**config.mk**
```make
export PLATFORM = sky130hd
export DESIGN_NAME = iirsx_chain
export DESIGN_NICKNAME = d
export VERILOG_FILES = /design/src/design/iir_sixth_order_direct_form_one_core_assert.svh /design/src/design/iirsx_pkg.sv /design/src/design/iirsx_cell.sv /design/src/design/iirsx_chain.sv
export SDC_FILE = /design/constraint.sdc
export NUM_CORES = 1
export LEC_CHECK = 0
export BUFFER_PORTS_ARGS = -buffer_cell sky130_fd_sc_hd__buf_4
export CAP_MARGIN = 25
export CORE_ASPECT_RATIO = 0.9
export CORE_MARGIN = 4
export CORE_UTILIZATION = 35
export CTS_CLUSTER_DIAMETER = 80
export CTS_CLUSTER_SIZE = 25
export DETAILED_ROUTE_END_ITERATION = 6
export PLACE_DENSITY = 0.58
export SLEW_MARGIN = 30
export SYNTH_ARGS = -nofsm -noshare
export SYNTH_HDL_FRONTEND = slang
export SYNTH_SLANG_ARGS = --single-unit
```
**constraint.sdc**
```tcl
create_clock -name clock -period 1.07 [get_ports clock]
set_input_delay 0.0535 -clock clock [delete_from_list [all_inputs] [get_ports clock]]
set_output_delay 0.0535 -clock clock [all_outputs]
set_load 0.01 [all_outputs]
```
**src/design/iir_sixth_order_direct_form_one_core_assert.svh**
```systemverilog
// Assertion macros for the sixth-order IIR core.
// Used by the top level only; no other dependencies.
`ifndef IIR_SIXTH_ORDER_DIRECT_FORM_ONE_CORE_ASSERT_SVH
`define IIR_SIXTH_ORDER_DIRECT_FORM_ONE_CORE_ASSERT_SVH

// same-cycle implication, checked outside reset
`define IIRSX_ASSERT_IMPL(label, ante, cons, msg) \
   label: assert property (@(posedge clock) disable iff (reset) (ante) |-> (cons)) \
      else $error(msg);

// next-cycle implication, checked outside reset
`define IIRSX_ASSERT_NEXT(label, ante, cons, msg) \
   label: assert property (@(posedge clock) disable iff (reset) (ante) |=> (cons)) \
      else $error(msg);

`endif

```
**src/design/iirsx_pkg.sv**
```systemverilog
// Shared types and constants for the sixth-order IIR core.
// No dependencies.
package iirsx_pkg;

   localparam int SAMPLE_W   = 16;
   localparam int DATA_W     = 32;
   localparam int CSR_IDX_W  = 3;
   localparam int CSR_DATA_W = 64;

   localparam logic [DATA_W-1:0] SCALE_RESET = 32'd108668;

   // register indexes
   localparam logic [CSR_IDX_W-1:0] CSR_INPUT_SCALE = 3'd0;
   localparam logic [CSR_IDX_W-1:0] CSR_FF_COEF_0_1 = 3'd1;
   localparam logic [CSR_IDX_W-1:0] CSR_FF_COEF_2_3 = 3'd2;
   localparam logic [CSR_IDX_W-1:0] CSR_FF_COEF_4_5 = 3'd3;
   localparam logic [CSR_IDX_W-1:0] CSR_FF_COEF_6   = 3'd4;
   localparam logic [CSR_IDX_W-1:0] CSR_FB_COEF_1_2 = 3'd5;
   localparam logic [CSR_IDX_W-1:0] CSR_FB_COEF_3_4 = 3'd6;
   localparam logic [CSR_IDX_W-1:0] CSR_FB_COEF_5_6 = 3'd7;

   typedef enum logic [2:0] {
      ST_IDLE,
      ST_PUSH,
      ST_FEED_FWD,
      ST_FEED_BACK,
      ST_DRAIN,
      ST_FINISH
   } state_type;

   // history chain control: advance shifts every cell one place,
   // insert puts a new value at the head instead of wrapping the tail
   typedef struct packed {
      logic advance;
      logic insert;
   } chain_ctl_type;

endpackage

```
**src/design/iirsx_cell.sv**
```systemverilog
// One history cell: a 32-bit value loaded from its neighbor on advance.
// Depends on iirsx_pkg.
module iirsx_cell
   import iirsx_pkg::*;
(
   input  logic              clock,
   input  logic              reset,
   input  logic              advance,
   input  logic [DATA_W-1:0] value_in,
   output logic [DATA_W-1:0] value_out
);

   logic [DATA_W-1:0] value_ff;
   logic [DATA_W-1:0] value_in_sel;

   always_comb begin
      value_in_sel = advance ? value_in : value_ff;
   end

   always_ff @(posedge clock) begin
      if (reset) begin
         value_ff <= '0;
      end else begin
         value_ff <= value_in_sel;
      end
   end

   assign value_out = value_ff;

endmodule

```
**src/design/iirsx_chain.sv**
```systemverilog
// Row of history cells, newest at the head, read at the tail.
// Rotating DEPTH times returns the row to its original order.
// Depends on iirsx_pkg and iirsx_cell.
module iirsx_chain
   import iirsx_pkg::*;
#(
   parameter int DEPTH = 6
) (
   input  logic              clock,
   input  logic              reset,
   input  chain_ctl_type     ctl,
   input  logic [DATA_W-1:0] new_value,
   output logic [DATA_W-1:0] tail
);

   logic [DATA_W-1:0] link [0:DEPTH-1];
   logic [DATA_W-1:0] head_in;

   assign head_in = ctl.insert ? new_value : link[DEPTH-1];
   assign tail    = link[DEPTH-1];

   for (genvar i = 0; i < DEPTH; i++) begin : g_cell
      if (i == 0) begin : g_head
         iirsx_cell u_cell (
            .clock     (clock),
            .reset     (reset),
            .advance   (ctl.advance),
            .value_in  (head_in),
            .value_out (link[i])
         );
      end else begin : g_body
         iirsx_cell u_cell (
            .clock     (clock),
            .reset     (reset),
            .advance   (ctl.advance),
            .value_in  (link[i-1]),
            .value_out (link[i])
         );
      end
   end

endmodule

```
# Word-level counts from Yosys, hierarchy flattened
# Cells that the tools add are included.
# word_totals
reg_bits,192
inputBits,36
elab_cells,7
# op_classes
mux,1
# op_table
operator,n
32-bit 2-to-1 mux,1

# Logic depth before layout (Yosys ltp)
# logic_depth
word_depth,1
ltp_mapped,5
ltp_nobuf,2

# Hierarchy
# From an unflattened synthesis, not the netlist that was laid out.
# unflattened
cells_unflattened,654
area_unflattened_um2,7526.0
# by_module_without_submodules
module,instances,cells_each,area_each_um2,seq_area_each_um2
iirsx_cell,6,103,1163.6,640.6
iirsx_chain,1,36,544.3,0.0

# Worst setup path before layout
# Ideal clock, no wire load.
# synth_path
kind,in2reg
startpoint,input port ctl[1] in the netlist's numbering
endpoint,register g_cell[3].g_body.u_cell.value_ff[0]
setup_time_ps,128
arrival_ps,712
required_time_ps,942
path_slack_ps,230
path_stages,5
cell_sequence,buf_4 buf_12 buf_12 mux2i_1 nor2_1
# synth_lines
element,line,text
from (decl),iirsx_chain.sv:11,"input chain_ctl_type ctl,"
to (signal assigned),iirsx_cell.sv:24,value_ff <= value_in_sel;
to (decl),iirsx_cell.sv:13,logic [DATA_W-1:0] value_ff;

# Final worst setup path
# layout_path
startpoint,register g_cell[5].g_body.u_cell.value_ff[24]
endpoint,output port tail[24]
# layout_lines
element,line,text
from (decl),iirsx_cell.sv:13,
from (signal assigned),iirsx_cell.sv:24,
to (decl),iirsx_chain.sv:13,output logic [DATA_W-1:0] tail
# No word-level cell between the ends.

==> impl_metrics.py <==
metrics = {
    "timing": {
        "slew_viol_final": 0,
        "hold_violations": 0,
        "timing.fmax_ghz": 0.994,
        "clock-skew-final_ns": 0.00795,
        "worst_pin_slew_ns": 0.284,
        "tns_ns": 0,
        "hold_ws_ns": 0.0168,
        "final.min_clock_period_ns": 1.01,
        "setup_viol": 0,
        "fin_crit_sh_pct": 94.0,
        "slew_headroom_pct": 81.0,
        "rsz0062_at_grt": "no",
    },
    "grt": {
        "antenna_found_initial": 0,
        "grt_pass1_wl_um": 22000,
        "grt_use_total_pct": 11.6,
        "grt-ovfl-total": 0,
        "grt_start_max_net_pins": 68,
        "first_global_vias": 4738,
    },
    "floorplan": {
        "fp.dieW_um": 159,
        "fp.coreArea_um2": 20100,
        "rows": 49,
        "initial_core_util_pct": 35.7,
        "dieArea_um2": 22900,
        "die_h_um": 144,
        "io_pins": 68,
    },
    "drt": {
        "wl_met2_um": 5640,
        "top_layer_used": "met4",
        "totalWireLength_um": 12400,
        "dr_wl_met3_um": 442,
        "vias_per_cell": 4.58,
        "drtAntennaViolNets": 0,
        "routedWlPerCell_um": 12.3,
        "first_pass_iters": 4,
        "vias": 4613,
        "drt_iter0_drc": 210,
        "met1_length_um": 6160,
        "drcViolationCount": 0,
    },
    "yosys": {
        "syn_area_per_cell_um2": 10.9,
        "yosysUniqueCellTypes": 10,
        "syn_area_um2": 7190,
        "synth_cells": 658,
        "ys_ff_latch": 192,
        "yosysSeqAreaShare_pct": 53.5,
        "ys.warnings.count": 0,
        "syn_nets": 694,
    },
    "setup_path": {
        "reg2regPathDepth": 2,
        "endpoint_kind": "output port",
        "cp.depth": 1,
        "slowest_delay_ns": 0.39,
        "path_class": "flop to output port",
        "crit_path_top_delay_cell": "dfxtp_1",
        "cp-start-kind": "flop",
        "crit_fanout": 3,
        "cp_top_family": "flip-flops",
        "path_cells": "buf_4",
        "crit_buf_inv": 1,
        "cp_data_required_time_ns": 1.02,
        "cp.arrival_ns": 0.95,
    },
    "clock_tree": {
        "clk_pin_slew_ns": 0.06,
        "tritoncts": "done",
        "cts_buffers": 17,
        "cts_setup_buffers": 0,
        "cts.sinks": 192,
        "clockBufferDepth": 2,
        "h-tree-depth": 4,
        "cts_root_buffer": "clkbuf_16",
        "clock_latency_ns": 0.43,
    },
    "placement": {
        "port_buffers": 67,
        "place.gp.congestion": 0.694,
        "place_hpwl_um": 8160,
    },
    "pwr": {
        "internal-power_mw": 11.7,
        "power_leakage_nw": 3.87,
        "switching_share_pct": 21.6,
        "p_seq_share_pct": 49.6,
        "comb_power_share_pct": 6.5,
        "p_clk_share_pct": 43.9,
        "vdd_drop_max_uv": 942,
        "power_density_nw_per_um2": 1720,
        "p_switching_mw": 3.22,
        "total_power_mw": 14.9,
    },
    "layout": {
        "final_nets": 775,
        "syn_to_final_growth_pct": 20.6,
        "utilization_pct": 43.1,
        "drive_gt1_share_pct": 15.8,
        "antennaDiodeCount": 0,
        "fill_cells": 1888,
    },
    "run": {
        "cap_violations": 0,
    },
    "worst_hold_path": {
        "hold_depth": 3,
        "hold_path_class": "input port to flop",
    },
    "run_status": {
        "status": "complete, no violations",
    },
}
per-layer routing:
layer	up-vias	global-route usage (%)
li1	2382	-
met1	2157	14.4
met2	63	19.2
met3	11	3.44
met4	0	4.52
met5	-	0
logic make-up (layout without fill, tap and decap cells):
kind of cell,Yosys count,count (layout),share of synthesized area (%)
flops,192,192,53.5
mux,192,192,26.7
compound gates,32,32,3.34
buf+inv,50,144,6.42
simple gates,192,192,10.0
area by class of cell:
| class | count | area, um2 | share of cell area, % |
|---|---|---|---|
| multi-input cells | 416 | 2880 | 33.2 |
| repair buffers | 112 | 1000 | 11.5 |
| well taps | 255 | 319 | 3.68 |
| clock inverters | 12 | 158 | 1.82 |
| flip-flops and latches | 192 | 3840 | 44.3 |
| clock buffers | 20 | 467 | 5.38 |
cells in the mapped netlist, drive strengths merged:
library cell / instances / area [um2]
buf: 33 / 398
dfxtp: 192 / 3840
clkbuf: 17 / 63.8
mux2i: 192 / 1920
nor2: 192 / 721
a211oi: 32 / 240
state kept, by name, summed over array words and instances (netlist names):
register and flops:
g_cell.g_head.u_cell.value_out 32, g_cell.g_body.u_cell.value_out 160
path summary, 6_finish.rpt:
check | start | endpoint | slack (ns)
worst max-delay path | g_cell[5].g_body.u_cell.value_out[24] | tail[24] | 0.06
worst min-delay path | new_value[5] | g_cell[0].g_head.u_cell.value_out[5] | 0.02
worst max register to register | g_cell[5].g_body.u_cell.value_out[3] | g_cell[0].g_head.u_cell.value_out[3] | 0.24
worst min register to register | g_cell[0].g_head.u_cell.value_out[19] | g_cell[0].g_head.u_cell.value_out[19] | 0.49
cell usage in the layout, fill, tap and decap left out:
| cell | n |
|---|---|
| inv_6 | 1 |
| dfxtp_2 | 1 |
| dlygate4sd3_1 | 26 |
| clkinvlp_4 | 3 |
| clkbuf_8 | 3 |
| buf_8 | 1 |
| dfxtp_1 | 191 |
| a211oi_1 | 32 |
| clkinv_2 | 2 |
| buf_4 | 78 |
| clkbuf_16 | 17 |
| mux2i_1 | 192 |
| buf_12 | 7 |
| bufinv_16 | 3 |
| nor2_1 | 192 |
| clkinv_4 | 3 |
timing repair:
action,in CTS,in global routing
hold endpoints to repair,24,0
gates resized for setup,1,0
hold buffers,26,0
endpoints found under the setup margin,1,0
power groups by stage:
| stage | registers [mW] | logic (mW) | clock network, mW |
|---|---|---|---|
| final | 7.38 | 0.972 | 6.53 |
| after global routing | 7.40 | 1.08 | 7.05 |
| after CTS | 7.38 | 0.988 | 6.76 |
| after detailed placement | 7.54 | 0.909 | 0 |
| after global placement | 7.54 | 0.885 | 0 |
| after floorplan | 7.52 | 0.756 | 0 |
metrics by stage:
step | worst slack, ns | std cells | area (um2)
2_1_floorplan | 0.230 | 658 | 7190
3_3_place_gp | 0.0668 | 949 | 7790
3_5_place_dp | 0.0480 | 949 | 7790
4_1_cts | 0.0344 | 1007 | 8670
5_1_grt | 0.0165 | 1007 | 8670
6_report | 0.0643 | 1007 | 8670
Power figures use the tool's default switching activity.
